[src/rtl/assert_macros.svh]
// ----------------------------------------------------------------------------
// assert_macros.svh
// Concurrent assertion macros; empty bodies when SYNTHESIS is defined.
// ----------------------------------------------------------------------------
`ifndef ASSERT_MACROS_SVH
`define ASSERT_MACROS_SVH

`ifndef SYNTHESIS

`define ASSERT_ALWAYS(label, clk, rst, expr, msg) \
  label: assert property (@(posedge clk) disable iff (rst) (expr)) else $error(msg);

`define ASSERT_IMPLY(label, clk, rst, ante, cons, msg) \
  label: assert property (@(posedge clk) disable iff (rst) (ante) |-> (cons)) else $error(msg);

`define ASSERT_NEXT(label, clk, rst, ante, cons, msg) \
  label: assert property (@(posedge clk) disable iff (rst) (ante) |=> (cons)) else $error(msg);

`else

`define ASSERT_ALWAYS(label, clk, rst, expr, msg)

`define ASSERT_IMPLY(label, clk, rst, ante, cons, msg)

`define ASSERT_NEXT(label, clk, rst, ante, cons, msg)

`endif

`endif

[src/rtl/dcf_pkg.sv]
// ----------------------------------------------------------------------------
// dcf_pkg
// Types, command codes and decode helpers for the display command filter.
// ----------------------------------------------------------------------------
package dcf_pkg;

  localparam logic [3:0] MIN_COLUMN_RESET = 4'h2;

  localparam logic [3:0] NIB_COL_LOW  = 4'h0;
  localparam logic [3:0] NIB_COL_HIGH = 4'h1;
  localparam logic [7:0] PAGE_MASK    = 8'hF8;
  localparam logic [7:0] PAGE_BASE    = 8'hB0;

  localparam logic [7:0] CMD_MEM_MODE    = 8'h20;
  localparam logic [7:0] CMD_COL_ADDR    = 8'h21;
  localparam logic [7:0] CMD_PAGE_ADDR   = 8'h22;
  localparam logic [7:0] CMD_CONTRAST    = 8'h81;
  localparam logic [7:0] CMD_CHARGE_PUMP = 8'h8D;
  localparam logic [7:0] CMD_MUX_RATIO   = 8'hA8;
  localparam logic [7:0] CMD_DISP_OFFSET = 8'hD3;
  localparam logic [7:0] CMD_CLK_DIV     = 8'hD5;
  localparam logic [7:0] CMD_PRECHARGE   = 8'hD9;
  localparam logic [7:0] CMD_COM_PINS    = 8'hDA;
  localparam logic [7:0] CMD_VCOMH       = 8'hDB;

  typedef struct packed {
    logic [7:0] bus_byte;
    logic       is_data;
    logic       read_enable_n;
  } dcf_item_t;

  typedef struct packed {
    logic       emit;
    logic [7:0] out_byte;
    logic       out_is_data;
  } dcf_result_t;

  function automatic logic [1:0] params_of(input logic [7:0] cmd);
    logic [1:0] n;
    unique case (cmd)
      CMD_COL_ADDR, CMD_PAGE_ADDR: n = 2'd2;
      CMD_MEM_MODE, CMD_CONTRAST, CMD_CHARGE_PUMP, CMD_MUX_RATIO,
      CMD_DISP_OFFSET, CMD_CLK_DIV, CMD_PRECHARGE, CMD_COM_PINS,
      CMD_VCOMH: n = 2'd1;
      default: n = 2'd0;
    endcase
    return n;
  endfunction

endpackage

[src/rtl/dcf_in_reg.sv]
// ----------------------------------------------------------------------------
// dcf_in_reg
// Input register: holds one accepted transaction until the decode consumes it.
// ----------------------------------------------------------------------------
module dcf_in_reg (
  input  logic              clk,
  input  logic              rst,
  input  logic              accept,
  input  logic              go,
  input  dcf_pkg::dcf_item_t item_in,
  output logic              s1_valid,
  output dcf_pkg::dcf_item_t item
);

  always_ff @(posedge clk) begin
    if (rst) begin
      s1_valid <= 1'b0;
    end else if (accept) begin
      s1_valid <= 1'b1;
    end else if (go) begin
      s1_valid <= 1'b0;
    end
  end

  always_ff @(posedge clk) begin
    if (accept) begin
      item <= item_in;
    end
  end

endmodule

[src/rtl/dcf_decode.sv]
// ----------------------------------------------------------------------------
// dcf_decode
// Command decode, column clamp, skip counter and min_column register.
// ----------------------------------------------------------------------------
`include "assert_macros.svh"

module dcf_decode (
  input  logic                clk,
  input  logic                rst,
  input  logic                cfg_we,
  input  logic [3:0]          cfg_wdata,
  input  logic                go,
  input  dcf_pkg::dcf_item_t  item,
  output dcf_pkg::dcf_result_t res
);

  logic [3:0] min_column;
  logic [1:0] skip_count;
  logic [1:0] skip_count_next;
  logic       col_low;
  logic       col_high;
  logic       page;

  assign col_low  = (item.bus_byte[7:4] == dcf_pkg::NIB_COL_LOW);
  assign col_high = (item.bus_byte[7:4] == dcf_pkg::NIB_COL_HIGH);
  assign page     = ((item.bus_byte & dcf_pkg::PAGE_MASK) == dcf_pkg::PAGE_BASE);

  always_comb begin
    res             = '0;
    skip_count_next = skip_count;
    priority if (skip_count != 2'd0) begin
      skip_count_next = skip_count - 2'd1;
    end else if (!item.read_enable_n) begin
      res.emit = 1'b0;
    end else if (item.is_data) begin
      res.emit        = 1'b1;
      res.out_byte    = item.bus_byte;
      res.out_is_data = 1'b1;
    end else if (col_low) begin
      res.emit     = 1'b1;
      res.out_byte = (item.bus_byte[3:0] < min_column) ? {4'h0, min_column} : item.bus_byte;
    end else if (col_high || page) begin
      res.emit     = 1'b1;
      res.out_byte = item.bus_byte;
    end else begin
      skip_count_next = dcf_pkg::params_of(item.bus_byte);
    end
  end

  always_ff @(posedge clk) begin
    if (rst) begin
      skip_count <= 2'd0;
    end else if (go) begin
      skip_count <= skip_count_next;
    end
  end

  always_ff @(posedge clk) begin
    if (rst) begin
      min_column <= dcf_pkg::MIN_COLUMN_RESET;
    end else if (cfg_we) begin
      min_column <= cfg_wdata;
    end
  end

  `ASSERT_IMPLY(a_emit_no_skip, clk, rst, res.emit, skip_count == 2'd0, "emit while skipping")
  `ASSERT_NEXT(a_skip_dec, clk, rst, go && (skip_count != 2'd0), skip_count == ($past(skip_count) - 2'd1), "skip count did not decrement")
  `ASSERT_IMPLY(a_col_clamp, clk, rst, res.emit && !res.out_is_data && (res.out_byte[7:4] == dcf_pkg::NIB_COL_LOW), res.out_byte[3:0] >= min_column, "column below minimum")
  `ASSERT_IMPLY(a_data_passes, clk, rst, res.out_is_data, res.emit && (res.out_byte == item.bus_byte), "data byte altered")

endmodule

[src/rtl/dcf_out_reg.sv]
// ----------------------------------------------------------------------------
// dcf_out_reg
// Result register: holds one result transaction until the receiver takes it.
// ----------------------------------------------------------------------------
module dcf_out_reg (
  input  logic                clk,
  input  logic                rst,
  input  logic                go,
  input  dcf_pkg::dcf_result_t res,
  input  logic                out_stall,
  output logic                out_valid,
  output logic [7:0]          out_byte,
  output logic                out_is_data
);

  always_ff @(posedge clk) begin
    if (rst) begin
      out_valid <= 1'b0;
    end else if (go) begin
      out_valid <= res.emit;
    end else if (!out_stall) begin
      out_valid <= 1'b0;
    end
  end

  always_ff @(posedge clk) begin
    if (go && res.emit) begin
      out_byte    <= res.out_byte;
      out_is_data <= res.out_is_data;
    end
  end

endmodule

[src/rtl/display_command_filter.sv]
// ----------------------------------------------------------------------------
// display_command_filter
// Filters a host display bus: forwards data, column and page commands only.
// ----------------------------------------------------------------------------
// Input channel: in_valid / in_stall with bus_byte, is_data, read_enable_n,
// one transaction per bus strobe. Output channel: out_valid / out_stall with
// out_byte, out_is_data; a transaction moves when valid is high and stall low.
// Each input transaction yields zero or one output transaction.
// Each accepted transaction passes through the input register, then the
// decode, and its result is presented from the result register.
// One transaction per cycle while the result register is not stalled, set by
// the single decode step between the two registers; the skip counter updates
// as each transaction leaves the input register.
// When out_stall holds a result, the input register can still take one more
// transaction; in_stall rises only once both registers are full.
// min_column is written by the user with cfg_we / cfg_wdata while the block
// is idle; the block itself does not enforce this. Reset (rst, synchronous)
// empties both registers, clears the skip counter and sets min_column to 2.
// ----------------------------------------------------------------------------
module display_command_filter (
  input  logic       clk,
  input  logic       rst,
  input  logic       cfg_we,
  input  logic [3:0] cfg_wdata,
  input  logic       in_valid,
  output logic       in_stall,
  input  logic [7:0] bus_byte,
  input  logic       is_data,
  input  logic       read_enable_n,
  output logic       out_valid,
  input  logic       out_stall,
  output logic [7:0] out_byte,
  output logic       out_is_data
);

  logic                 s1_valid;
  logic                 go;
  logic                 accept;
  dcf_pkg::dcf_item_t   item_in;
  dcf_pkg::dcf_item_t   item;
  dcf_pkg::dcf_result_t res;

  assign go       = s1_valid && (!out_valid || !out_stall);
  assign in_stall = s1_valid && !go;
  assign accept   = in_valid && !in_stall;

  assign item_in.bus_byte      = bus_byte;
  assign item_in.is_data       = is_data;
  assign item_in.read_enable_n = read_enable_n;

  dcf_in_reg u_in_reg (
    .clk      (clk),
    .rst      (rst),
    .accept   (accept),
    .go       (go),
    .item_in  (item_in),
    .s1_valid (s1_valid),
    .item     (item)
  );

  dcf_decode u_decode (
    .clk       (clk),
    .rst       (rst),
    .cfg_we    (cfg_we),
    .cfg_wdata (cfg_wdata),
    .go        (go),
    .item      (item),
    .res       (res)
  );

  dcf_out_reg u_out_reg (
    .clk         (clk),
    .rst         (rst),
    .go          (go),
    .res         (res),
    .out_stall   (out_stall),
    .out_valid   (out_valid),
    .out_byte    (out_byte),
    .out_is_data (out_is_data)
  );

endmodule
[config.mk]
export PLATFORM = sky130hd
export DESIGN_NAME = display_command_filter
export DESIGN_NICKNAME = d
export VERILOG_FILES = /design/src/rtl/dcf_pkg.sv /design/src/rtl/dcf_in_reg.sv /design/src/rtl/dcf_decode.sv /design/src/rtl/dcf_out_reg.sv /design/src/rtl/display_command_filter.sv
export VERILOG_INCLUDE_DIRS = /design/src /design/src/rtl
export SDC_FILE = /design/constraint.sdc
export NUM_CORES = 1
export LEC_CHECK = 0
export CORE_ASPECT_RATIO = 1.1
export CORE_MARGIN = 5
export CORE_UTILIZATION = 55
export CTS_CLUSTER_DIAMETER = 30
export DETAILED_ROUTE_END_ITERATION = 16
export DONT_BUFFER_PORTS = 1
export PLACE_DENSITY = 0.73
export SYNTH_ARGS = -nofsm -noshare
export SYNTH_HDL_FRONTEND = slang
export SYNTH_HIERARCHICAL = 1
export SYNTH_SLANG_ARGS = --single-unit
[constraint.sdc]
create_clock -name clk -period 2.02 [get_ports clk]
set_input_delay 0.101 -clock clk [delete_from_list [all_inputs] [get_ports clk]]
set_output_delay 0.101 -clock clk [all_outputs]
set_load 0.05 [all_outputs]
* Word-level counts from Yosys, hierarchy flattened
Index checks and enable logic that the tools add are counted.
** Storage, ports and cells
- Flip-flop bits (word level) :: 27
- Output and inout bits :: 11
- Logic and storage cells :: 65
** Cells by class
- $add $sub $neg :: 1
- Order comparisons :: 1
- Equality and inequality tests :: 17
- Multiplexer cells :: 18
- Bitwise gates (word level) :: 1
- Reduce and logical (&&, ||, !) cells :: 18
** Operators by type and width (number)
- $eq 8x8->1 const B :: 8
- $mux 9 :: 4
- $eq 8x6->1 const B :: 3
- $mux 10 :: 1
- $mux 2 :: 5
- $reduce_or 9->1 :: 1
- $mux 8 :: 1
- $mux 1 :: 6
- $ne 2x1->1 const B :: 3
- $reduce_bool 2->1 :: 3
- $eq 5x5->1 const B :: 1
- $reduce_and 5->1 :: 1
- $eq 4x1->1 const B :: 1
- $logic_and 1x1->1 :: 4
- $logic_not 1->1 :: 4
- $logic_not 4->1 :: 1
- $lt 4x4->1 :: 1
- $pmux 2 s2 :: 1
- $reduce_or 2->1 :: 2
- $logic_or 1x1->1 :: 2
- $ne 2x2->1 const B :: 1
- $sub 2x1->2 const B :: 1
- $not 1->1 :: 1

* Longest topological paths before layout
Gate-level depths: netlist of run 1.
- Word-level depth :: 8
- Mapped depth :: 6

* By module
Netlist of run 1, hierarchy kept.
** By module, submodules not included
- dcf_decode :: instances 1, cells each 77, area each 611.8 sq um, sequential area each 120.1 sq um
- dcf_in_reg :: instances 1, cells each 14, area each 339.1 sq um, sequential area each 320.3 sq um
- dcf_out_reg :: instances 1, cells each 14, area each 310.3 sq um, sequential area each 290.3 sq um
- display_command_filter :: instances 1, cells each 3, area each 27.5 sq um, sequential area each 0.0 sq um

* Worst setup path before layout of run 1
Ideal clock, no wire load.
- Path kind :: register to register
- Start :: register, netlist name u_in_reg/item[5]
- End :: register u_out_reg.out_byte[3] (data pin)
- Library setup time :: 0.258 ns
- Arrival :: 1.611 ns
- Required time :: 1.762 ns
- Path slack :: 0.150 ns
- Cell stages (with the launch flop) :: 6
- Clock period less this slack :: 1.870 ns
- Path through :: edfxtp_1 > ha_1 > or4_4 > a211oi_2 > mux2i_1 > a21oi_2
** Between the ends
- Word-level cells in the longest chain between the ends :: 5
- Elaborated cells on any way between the ends :: 7
- Those cells by class :: 1 x order compare; 1 x eq/ne; 4 x mux; 1 x reduce/logical
** Ends and longest elaborated chain
- parallel branches: the longest is 4 deep, another holds $lt 4x4->1
- $mux 9 (*) :: RTL line dcf_decode.sv:35 : end else if (item.is_data) begin
- end signal, assigned :: RTL line dcf_out_reg.sv:28 : out_byte <= res.out_byte;
- end, declared :: RTL line dcf_out_reg.sv:12 : output logic [7:0] out_byte,
Every way passes the cells marked *.
A chain may end at the register's enable or synchronous reset.

* Final worst setup path of run 1
- Start :: register, netlist name u_in_reg/item[9]
- End :: register u_out_reg.out_byte[3] (data pin)
** Between the ends
- Word-level cells in the longest chain between the ends :: 5
- Elaborated cells on any way between the ends :: 7
- Those cells by class :: 2 x eq/ne; 3 x mux; 2 x reduce/logical
** Ends and longest elaborated chain
- $eq 5x5->1 / $eq 4x1->1 (equally long branches) :: RTL line dcf_decode.sv:26, dcf_decode.sv:25
- $logic_or 1x1->1 :: RTL line dcf_decode.sv:42 : end else if (col_high || page) begin
- $mux 9 :: RTL line dcf_decode.sv:42
- $mux 9 (*) :: RTL line dcf_decode.sv:39 : end else if (col_low) begin
- $mux 9 (*) :: RTL line dcf_decode.sv:35
Every way passes the cells marked *; elsewhere a longest branch is shown, timed or not.

==> results.md, run 1 <==
- Crit path capture type: register
- CTS H-tree depth: 1
- Number of synthesized flops with an enable pin: 19
- Clock Latency Late Sink: 0.31 ns
- Sequential cell area fraction in the yosys report: 0.5670
- Final period util: 0.9821
- Slew @ Worst Pin: 0.5562 ns
- Vias per inst: 5.616
- Met2 track demand over resource: 0.2905
- Root buf cell: clkbuf_4
- Clock tree buffer depth: 2
- GRT Residual Overflow: 0
- Leakage: 0.6525 nW
- DRC violations left: 0
- First-pass GRT wire length: 4050 µm
- Dpl hpwl: 1769 µm
- Die width: 56.16 µm
- Port bufs: 0
- Avg WL per Cell: 15.22 µm
- Crit path arrival time: 2.07 ns
- TritonCTS buffer count: 3
- Mapped Cells: 108
- Critical Path Fanout Max: 6
- DIE HEIGHT: 60.77 µm
- FMAX: 0.5041 GHz
- Final hold vios: 0
- Synth Area per Inst: 11.93 µm²
- Slew Viols, Final: 0
- CTS tree: done
- Area grow syn2layout: 28.45%
- Yosys warns: 6
- Async SR Flop Fraction: 0
- Final nets: 165
- Seq cells post-synth: 27
- Row cnt: 18
- Ant. Diodes: 0
- Largest net degree at the start of global routing: 16
- Post-synth cell types: 42
- Hold Startpoint: rst
- Worst hold path type: input pin to register
- Status: complete, no violations
- Die ar.: 3413 µm²
- CORE AREA: 2252 µm²
- I/O pin count: 30
- Clock sink total: 27
- Share of layout cells above drive strength 1: 0.1901
- Netlist Area Pre-Place: 1289 µm²
- Initial Utilization: 0.5722
- CP required: 2.10 ns
- Post-place setup slack: -0.01154 ns
- Final setup violation count: 0
- Post-layout util: 0.7350
- Crit. Startpoint: u_in_reg/item[9]
- Hold slack final: 0.01858 ns
- Clk slew on worst S/H paths: 0.14 ns
- Peak supply drop: 0.5597 mV
- Syn Nets: 130
- Rel. slew slack: 0.6259
- Final min period: 1.984 ns
- Setup TNS: 0 ns
- Vias: 966
- Gr busiest metal: met2
- Worst r2r src: u_in_reg/item[9]
- ANT nets after route: 0
- Max Cap Violations: 0
- Vias in the first global route: 917
- Setup Crit Path Kind: register to register
- Worst Clk Skew: 0.004902 ns
- Total power: 1.013 mW
- Worst setup margin: 0.03622 ns
- Initial antenna violation count: 0
- Total Wirelength: 2617 µm
- Gp weighted congestion: 0.8305
- Grt met3 use: 0.02979
- Gr usage total: 0.1560
- Power density over the cells: 611.9 nW/µm²
- Main synth FF type: edfxtp_1
- RSZ-0062 raised after global routing: true
- First-pass DRT Iterations: 4
- M1 GR Usage: 0.1719
- Detailed Route Iter0 Violations: 14
- Worst setup SP type: register
state kept, by name, summed over array words and instances, names as in the netlist:
register	flops
u_in_reg/item	10
u_out_reg/out_byte	8
u_decode/min_column	4
u_decode/skip_count	2
u_in_reg/s1_valid	1
u_out_reg/out_is_data	1
u_out_reg/out_valid	1
final timing paths:
path,to,slack (ns),cells past startpoint
min,u_decode/skip_count[1],0.02,3
min reg2reg,u_in_reg/s1_valid,0.51,2
max reg2reg,u_out_reg/out_byte[3],0.04,5
max,u_out_reg/out_byte[3],0.04,5
cell usage in the layout, fill, tap and decap left out, types with 2 or more instances in the layout:
master	n
dfxtp_1	8
mux2i_1	4
clkbuf_4	3
o21ai_0	2
inv_1	6
nand2b_1	3
nor2b_1	4
nand2_1	7
a21oi_2	4
nor2_1	4
buf_4	12
a21oi_1	5
xor2_1	2
a22o_1	3
nor4b_1	2
o21ai_1	2
nand3b_1	2
dlygate4sd3_1	20
clkinvlp_4	2
ha_1	3
edfxtp_1	19
per-layer routing:
layer	wire [µm]	vias to the layer above	part of all wire
met1	1063	447	0.41
met3	136	6	0.052
met2	1370	40	0.52
li1	-	473	-
met4	46	0	0.018
met5	0	-	0
cell type report:
| cell class | count | area [µm²] |
|---|---|---|
| Timing Repair Buffer | 32 | 290.3 |
| Sequential cell | 27 | 730.7 |
| Multi-Input combinational cell | 71 | 531.8 |
| Timing Repair inverter | 1 | 7.507 |
| Tap cell | 30 | 37.54 |
| Inverter | 7 | 30.03 |
| Fill cell | 153 | 596.8 |
| Clock buffer | 3 | 22.52 |
| Clock inverter | 1 | 5.005 |
cells in the mapped netlist, types with 2 or more instances:
cell type,number,share of area
a21oi_1,6,0.023
a21oi_2,3,0.020
a22o_1,3,0.020
clkbuf_1,3,0.0087
dfxtp_1,8,0.12
edfxtp_1,19,0.44
ha_1,3,0.029
inv_1,7,0.020
mux2i_1,4,0.031
nand2_1,7,0.020
nand2b_1,3,0.015
nand3b_1,2,0.012
nor2_1,4,0.012
nor2b_1,4,0.019
nor4b_1,2,0.014
o21ai_0,2,0.0078
o21ai_1,2,0.0078
xor2_1,2,0.014
critical path, stage by stage (launching register included):
cell	delay, ns
edfxtp_1	0.50
or2_1	0.27
or4_4	0.44
a211oi_2	0.20
mux2i_1	0.31
a21oi_2	0.05
power by group:
group / switching [mW] / internal [mW] / total [mW]
Sequential: 0.0306 / 0.617 / 0.648
Clock: 0.149 / 0.0740 / 0.223
Combinational: 0.0644 / 0.0781 / 0.143
Total: 0.244 / 0.769 / 1.01
stage by stage:
| step | cells | cell area [µm²] |
|---|---|---|
| 2_1_floorplan | 108 | 1289 |
| 3_3_place_gp | 144 | 1383 |
| 3_5_place_dp | 144 | 1383 |
| 4_1_cts | 171 | 1633 |
| 5_1_grt | 172 | 1655 |
| 6_report | 172 | 1655 |
logic make-up (layout without fill, tap and decap cells):
kind of cell | Yosys count | count (layout) | synth area share
buffers and inverters | 10 | 44 | 0.02913
XOR/XNOR | 2 | 2 | 0.01359
flip-flops | 27 | 27 | 0.5670
multiplexers | 4 | 4 | 0.03107
AO/OA/AOI/OAI | 26 | 26 | 0.1486
AND/OR/NAND/NOR | 36 | 36 | 0.1816
adder cells (fa/ha/maj) | 3 | 3 | 0.02913
what timing repair did:
action / in CTS / in global routing
hold buffers: 20 / 0
buffers inserted: 3 / 0
resized for setup: 0 / 4
endpoints found under the setup margin: 1 / 10
endpoints found under the hold margin: 17 / 0
cloned: 0 / 1
Note: power is estimated with default switching activity, not from simulation.
==> inputs of run 2 (changes only) <==
- ABC_AREA: not set -> 1
- CORE_MARGIN: 5 -> not set
- clock period: 2.02 -> 1.6 ns (I/O delays scaled with it)
==> results.md, run 2 <==
- Slew @ Worst Pin: 0.4646 ns (was 0.5562 ns)
- Initial Utilization: 0.5975 (was 0.5722)
- Worst hold path depth: 4 (was 3)
- Clock sink total: 27 (unchanged)
- Leading area contributor after synthesis: edfxtp_1 (unchanged)
- RSZ-0062 raised after global routing: true (unchanged)
- Final min period: 1.605 ns (was 1.984 ns)
- Vias per inst: 5.180 (was 5.616)
- Critical Path Fanout Max: 4 (was 6)
- TritonCTS buffer count: 3 (unchanged)
- Crit path capture type: register (unchanged)
- Count leader, synth: nand2_1 (was edfxtp_1)
- Crit path arrival time: 1.71 ns (was 2.07 ns)
- Largest regs: u_in_reg/item (10), u_out_reg/out_byte (8), u_decode/min_column (4) (unchanged)
- Post-place setup slack: -0.05029 ns (was -0.01154 ns)
- Gr usage total: 0.2107 (was 0.1560)
- Clk slew on worst S/H paths: 0.14 ns (about the same)
- Main synth FF type: edfxtp_1 (unchanged)
- Row cnt: 18 (unchanged)
- Final hold vios: 0 (unchanged)
- I/O pin count: 30 (unchanged)
- Total power: 1.326 mW (was 1.013 mW)
- Worst setup margin: -0.005407 ns (was 0.03622 ns)
- FMAX: 0.6229 GHz (was 0.5041 GHz)
- Status: complete, but fails checks (was complete, no violations)
- Setup Crit Path Kind: register to register (unchanged)
- Max reg flops: 10 (unchanged)
- Worst hold path type: input pin to register (unchanged)
- Hold Startpoint: in_valid (was rst)
- Sequential cell area fraction in the yosys report: 0.5324 (was 0.5670)
- Syn Nets: 176 (was 130)
- CTS tree: done (unchanged)
- GRT Residual Overflow: 0 (unchanged)
- ANT nets after route: 0 (unchanged)
- CP required: 1.70 ns (was 2.10 ns)
- First-pass DRT Iterations: 4 (unchanged)
- Initial antenna violation count: 0 (unchanged)
- Largest net degree at the start of global routing: 15 (was 16)
- Share of layout cells above drive strength 1: 0.2406 (was 0.1901)
- Top cells by area, synth: edfxtp_1 42%, dfxtp_1 12%, nand2_1 7.7%, inv_1 5.5%, nand3_1 4.7% (was edfxtp_1 44%, dfxtp_1 12%, mux2i_1 3.1%, ha_1 2.9%, a21oi_1 2.3%)
- Synth cell count leaders: 28 x nand2_1, 20 x inv_1, 19 x edfxtp_1, 15 x nor2_1, 13 x nand3_1 (was 19 x edfxtp_1, 8 x dfxtp_1, 7 x inv_1, 7 x nand2_1, 6 x a21oi_1)
- R2R Path End: u_out_reg/out_byte[0] (was u_out_reg/out_byte[3])
- Async SR Flop Fraction: 0 (unchanged)
- Root buf cell: clkbuf_4 (unchanged)
- Leakage: 0.7710 nW (was 0.6525 nW)
- Synth Area per Inst: 8.913 µm² (was 11.93 µm²)
- First-pass GRT wire length: 4215 µm (was 4050 µm)
- Sequence of cells on the critical path: ha_1, a21boi_2, o211ai_2, nand3b_1, nand3_1, nand2_1 (was or2_1, or4_4, a211oi_2, mux2i_1, a21oi_2)
- DIE HEIGHT: 54.40 µm (was 60.77 µm)
- Largest Register: u_in_reg/item (unchanged)
- Seq cells post-synth: 27 (unchanged)
- Ant. Diodes: 0 (unchanged)
- Area after DPL: 1475 µm² (was 1383 µm²)
- Avg WL per Cell: 12.27 µm (was 15.22 µm)
- R2R Setup Slk: -0.005 ns (was 0.04 ns)
- Worst path slowest cell: edfxtp_1 (unchanged)
- Worst setup SP type: register (unchanged)
- Post-route cell area: 1754 µm² (was 1655 µm²)
- CTS H-tree depth: 1 (unchanged)
- Die width: 49.63 µm (was 56.16 µm)
- Area grow syn2layout: 27.80% (was 28.45%)
- Dpl hpwl: 1953 µm (was 1769 µm)
- CORE AREA: 2297 µm² (was 2252 µm²)
- Gp weighted congestion: 0.8757 (was 0.8305)
- Max Cap Violations: 0 (unchanged)
- Vias in the first global route: 1,018 (was 917)
- Most common cell after layout, fill and taps aside: nand2_1 (was dlygate4sd3_1)
- Rel. slew slack: 0.6909 (was 0.6259)
- Final nets: 210 (was 165)
- Final period util: 1.003 (was 0.9821)
- Clock tree buffer depth: 2 (unchanged)
- Vias: 1,124 (was 966)
- Yosys warns: 6 (unchanged)
- Hold endpoint: u_in_reg/s1_valid (was u_decode/skip_count[1])
- Port bufs: 0 (unchanged)
- Commonest cells after routing, fill and taps aside: 27 x nand2_1, 19 x inv_1, 19 x edfxtp_1 (was 20 x dlygate4sd3_1, 19 x edfxtp_1, 12 x buf_4)
- DRC violations left: 0 (unchanged)
- Fill count: 159 (was 153)
- Slowest stage delay, CP: 0.44 ns (was 0.50 ns)
- Area share of the leading cell type in the synthesized netlist: 0.4157 (was 0.4427)
- Mapped Cells: 154 (was 108)
- Slew Viols, Final: 0 (unchanged)
- Worst r2r src: u_in_reg/item[3] (was u_in_reg/item[9])
- Die ar.: 2700 µm² (was 3413 µm²)
- Worst Clk Skew: 0.004935 ns (was 0.004902 ns)
- Peak supply drop: 0.7901 mV (was 0.5597 mV)
- Clock Latency Late Sink: 0.32 ns (was 0.31 ns)
- Post-synth cell types: 24 (was 42)
- Netlist Area Pre-Place: 1373 µm² (was 1289 µm²)
- Number of synthesized flops with an enable pin: 19 (unchanged)
- Failing checks: negative setup slack
- Power density over the cells: 755.7 nW/µm² (was 611.9 nW/µm²)
- Total Wirelength: 2662 µm (was 2617 µm)
- Worst R2R Path Depth: 6 (was 5)
- Hold slack final: 0.1729 ns (was 0.01858 ns)
- Final setup violation count: 1 (was 0)
- Detailed Route Iter0 Violations: 24 (was 14)
[run 2: per-layer routing]
metal  GRT usage  vias to the layer above  part of all wire
met3     0.02500                        4             0.028
li1            -                      576                 -
met5           0                        -                 0
met4      0.1000                        0             0.019
met2      0.3761                       27              0.50
met1      0.2585                      517              0.45
[run 2: metrics by stage]
| stage | TNS (ns) | std cells | utilization |
|---|---|---|---|
| 2_1_floorplan | 0 | 154 | - |
| 3_3_place_gp | 0 | 191 | 0.6422 |
| 3_5_place_dp | -0.1022 | 191 | 0.6422 |
| 4_1_cts | 0 | 213 | 0.7315 |
| 5_1_grt | -0.1438 | 217 | 0.7636 |
| 6_report | -0.005407 | 217 | 0.7636 |
[run 2: power by group]
| part | switching [mW] | leakage [nW] | total, mW | internal (mW) |
|---|---|---|---|---|
| logic | 0.116 | 0.502 | 0.217 | 0.101 |
| registers | 0.0378 | 0.254 | 0.819 | 0.781 |
| clock network | 0.192 | 0.0150 | 0.290 | 0.0978 |
[run 2: kinds of logic (layout without fill, tap and decap cells)]
kind of cell             count (synthesis)  after routing  synth area share
AND/OR/NAND/NOR                         74             74            0.2625
flip-flops                              27             27            0.5324
buffers and inverters                   26             59           0.07110
AO/OA/AOI/OAI                           24             24            0.1066
adder cells (fa/ha/maj)                  3              3           0.02735
[run 2: critical path, delay by kind of cell (launching register included)]
kind                       cells  cell delay [ns]
AOI/OAI and AO/OA              2             0.40
adders and majority gates      1             0.28
DFF                            1             0.44
and+or+nand+nor                3             0.26
[run 2: final cells by class]
cell class,instances,area [µm²],area share
tap,30,37.54,0.02140
clock buffer,4,26.28,0.01498
sequential,27,730.7,0.4165
multi-input combinational,101,588.1,0.3352
timing repair buffer,29,272.8,0.1555
inverter,26,98.84,0.05635
[run 2: how the worst max path moves through the flow]
stage / slack, ns / to / start / depth (start not counted)
finish: -0.005 / u_out_reg/out_byte[0] / u_in_reg/item[3] / 6
global route: -0.05 / u_out_reg/out_byte[2] / u_in_reg/item[3] / 6
CTS: 0.01 / u_out_reg/out_byte[0] / u_in_reg/item[3] / 7
detailed placement: -0.05 / u_out_reg/out_byte[0] / u_in_reg/item[5] / 8
global placement: 0.04 / u_out_reg/out_byte[4] / u_in_reg/item[8] / 8
floorplan: 0.06 / u_out_reg/out_byte[0] / u_out_reg/out_valid / 3
[run 2: repair_timing]
| action | 4_1_cts | 5_1_grt |
|---|---|---|
| buffers inserted | 1 | 4 |
| pin swaps | 4 | 9 |
| hold endpoints to repair | 18 | 0 |
| hold buffers | 17 | 0 |
| endpoints found under the setup margin | 3 | 13 |
| resized for setup | 1 | 9 |
==> inputs of run 3 (changes only) <==
- MAX_ROUTING_LAYER: not set -> met4
==> results.md, run 3 (synthesis gave the netlist of run 2 again) <==
- Worst r2r src: u_in_reg/item[5] (was u_in_reg/item[3])
- FMAX: 0.5964 GHz (was 0.6229 GHz)
- Port bufs: 0 (unchanged)
- Clock Latency Late Sink: 0.32 ns (about the same)
- Detailed Route Iter0 Violations: 46 (was 24)
- Crit. Startpoint: u_in_reg/item[5] (was u_in_reg/item[3])
- CTS tree: done (unchanged)
- Worst R2R Path Depth: 8 (was 6)
- CP required: 1.67 ns (was 1.70 ns)
- Hold slack final: 0.1826 ns (was 0.1729 ns)
- CP Buf/Inv Count: 2 (was 0)
- Final hold vios: 0 (unchanged)
- Post-route cell area: 1799 µm² (was 1754 µm²)
- Final period util: 1.048 (was 1.003)
- Root buf cell: clkbuf_4 (unchanged)
- Vias per inst: 5.282 (was 5.180)
- Die ar.: 2700 µm² (unchanged)
- CORE AREA: 2297 µm² (unchanged)
- Setup Crit Path Kind: register to register (unchanged)
- Total power: 1.346 mW (was 1.326 mW)
- Sequence of cells on the critical path: nor2_2, nand3_2, nand2_2, nand2_4, nand2_4, nand2_4, inv_4, clkbuf_16 (was ha_1, a21boi_2, o211ai_2, nand3b_1, nand3_1, nand2_1)
- Hold Startpoint: in_valid (unchanged)
- Total Wirelength: 3121 µm (was 2662 µm)
- Gp weighted congestion: 0.8941 (was 0.8757)
- Placed insts: 192 (was 191)
- Leakage: 0.7976 nW (was 0.7710 nW)
- Largest Register: u_in_reg/item (unchanged)
- Avg WL per Cell: 14.19 µm (was 12.27 µm)
- Final min period: 1.677 ns (was 1.605 ns)
- I/O pin count: 30 (unchanged)
- Crit path arrival time: 1.75 ns (was 1.71 ns)
- Max Cap Violations: 0 (unchanged)
- DIE HEIGHT: 54.40 µm (unchanged)
- RSZ-0062 raised after global routing: true (unchanged)
- Failing checks: negative setup slack (unchanged)
- R2R Setup Slk: -0.08 ns (was -0.005 ns)
- First-pass DRT Iterations: 4 (unchanged)
- Most frequent cell on the critical path: nand2_4
- GRT Residual Overflow: 0 (unchanged)
- Gr usage total: 0.2479 (was 0.2107)
- Commonest cells after routing, fill and taps aside: 27 x nand2_1, 19 x inv_1, 19 x edfxtp_1 (unchanged)
- Max reg flops: 10 (unchanged)
- Most common cell after layout, fill and taps aside: nand2_1 (unchanged)
- Dpl hpwl: 2019 µm (was 1953 µm)
- Worst path slowest cell: edfxtp_1 (unchanged)
- Area grow syn2layout: 31.09% (was 27.80%)
- Post-layout util: 0.7832 (was 0.7636)
- Peak supply drop: 0.5755 mV (was 0.7901 mV)
- Rel. slew slack: 0.6928 (was 0.6909)
- Share of layout cells above drive strength 1: 0.2526 (was 0.2406)
- Crit-path leading delay family: simple AND/OR/NAND/NOR gates (was flip-flops)
- Clock sink total: 27 (unchanged)
- Final nets: 213 (was 210)
- Final Non-Filler Cells: 220 (was 217)
- Worst hold path type: input pin to register (unchanged)
- Slew @ Worst Pin: 0.4618 ns (was 0.4646 ns)
- Setup TNS: -0.6102 ns (was -0.005407 ns)
- Initial Utilization: 0.5975 (unchanged)
- First-pass GRT wire length: 4547 µm (was 4215 µm)
- Critical Path Fanout Max: 5 (was 4)
- Clk slew on worst S/H paths: 0.15 ns (was 0.14 ns)
- Worst setup SP type: register (unchanged)
- Final setup violation count: 11 (was 1)
- TritonCTS buffer count: 3 (unchanged)
- Vias in the first global route: 1,068 (was 1,018)
- Total stage count of the critical path: 8 (was 6)
- CTS H-tree depth: 1 (unchanged)
- Slew Viols, Final: 0 (unchanged)
- Ant. Diodes: 0 (unchanged)
- DRC violations left: 0 (unchanged)
- Crit path capture type: register (unchanged)
- Worst Clk Skew: 0.001493 ns (was 0.004935 ns)
- Slowest stage delay, CP: 0.52 ns (was 0.44 ns)
- Area after DPL: 1483 µm² (was 1475 µm²)
- Post-place setup slack: -0.02186 ns (was -0.05029 ns)
- Worst setup margin: -0.07667 ns (was -0.005407 ns)
- Vias: 1,162 (was 1,124)
- Initial antenna violation count: 0 (unchanged)
- Die width: 49.63 µm (unchanged)
- Status: complete, but fails checks (unchanged)
- Largest net degree at the start of global routing: 17 (was 15)
- Power density over the cells: 747.9 nW/µm² (was 755.7 nW/µm²)
- CP endpoint: u_out_reg/out_byte[7] (was u_out_reg/out_byte[0])
- Clock tree buffer depth: 2 (unchanged)
- R2R Path End: u_out_reg/out_byte[7] (was u_out_reg/out_byte[0])
- Largest regs: u_in_reg/item (10), u_out_reg/out_byte (8), u_decode/min_column (4) (unchanged)
- Row cnt: 18 (unchanged)
- ANT nets after route: 0 (unchanged)
==> run 3: cell types whose count changed in the layout (fill, tap and decap cells not counted), sizes merged <==
cell      delta
buf          +2
clkinvlp     +1
==> run 3: worst reg2reg max path: cells and delay by family (launching register included) <==
kind          cells  cell delay (ns)
flops             1             0.52
buf+inv           2             0.22
simple gates      6             0.67
==> run 3: worst min-delay path by stage <==
stage | end | depth (start not counted) | slack [ns]
2_1_floorplan | u_decode/skip_count[0] | 1 | 0.14
3_3_place_gp | u_out_reg/out_valid | 1 | 0.14
3_5_place_dp | u_in_reg/s1_valid | 1 | 0.15
4_1_cts | u_in_reg/s1_valid | 4 | 0.17
5_1_grt | u_in_reg/item[7] | 2 | 0.20
6_report | u_in_reg/item[3] | 2 | 0.18
==> run 3: routing by layer <==
metal / vias to the layer above / track usage / wire length (µm)
li1: 585 / - / -
met1: 516 / 0.2683 / 1202
met2: 54 / 0.4482 / 1692
met3: 7 / 0.03056 / 161
met4: 0 / 0.1429 / 65
met5: - / - / 0
==> run 3: where the power goes <==
part           switching, mW  internal, mW  leakage, nW
clock network          0.204        0.0956       0.0139
logic                  0.122         0.105        0.530
registers             0.0378         0.781        0.254
==> run 3: layout make-up <==
class                   instances  area (µm²)
multi-input cells             101       586.8
repair buffers                 32       312.8
inverters                      26       101.3
fillers                       154       498.0
well taps                      30       37.54
clock buffers                   3       22.52
flip-flops and latches         27       730.7
clock inverters                 1       7.507
==> run 3: repair_timing <==
item                                    CTS  global route
gates cloned                              0             1
endpoints found under the setup margin   13            13
hold buffers                             17             0
hold endpoints to repair                 18             0
pin swaps                                 5             5
buffers inserted                          3             3
gates resized for setup                   1            10
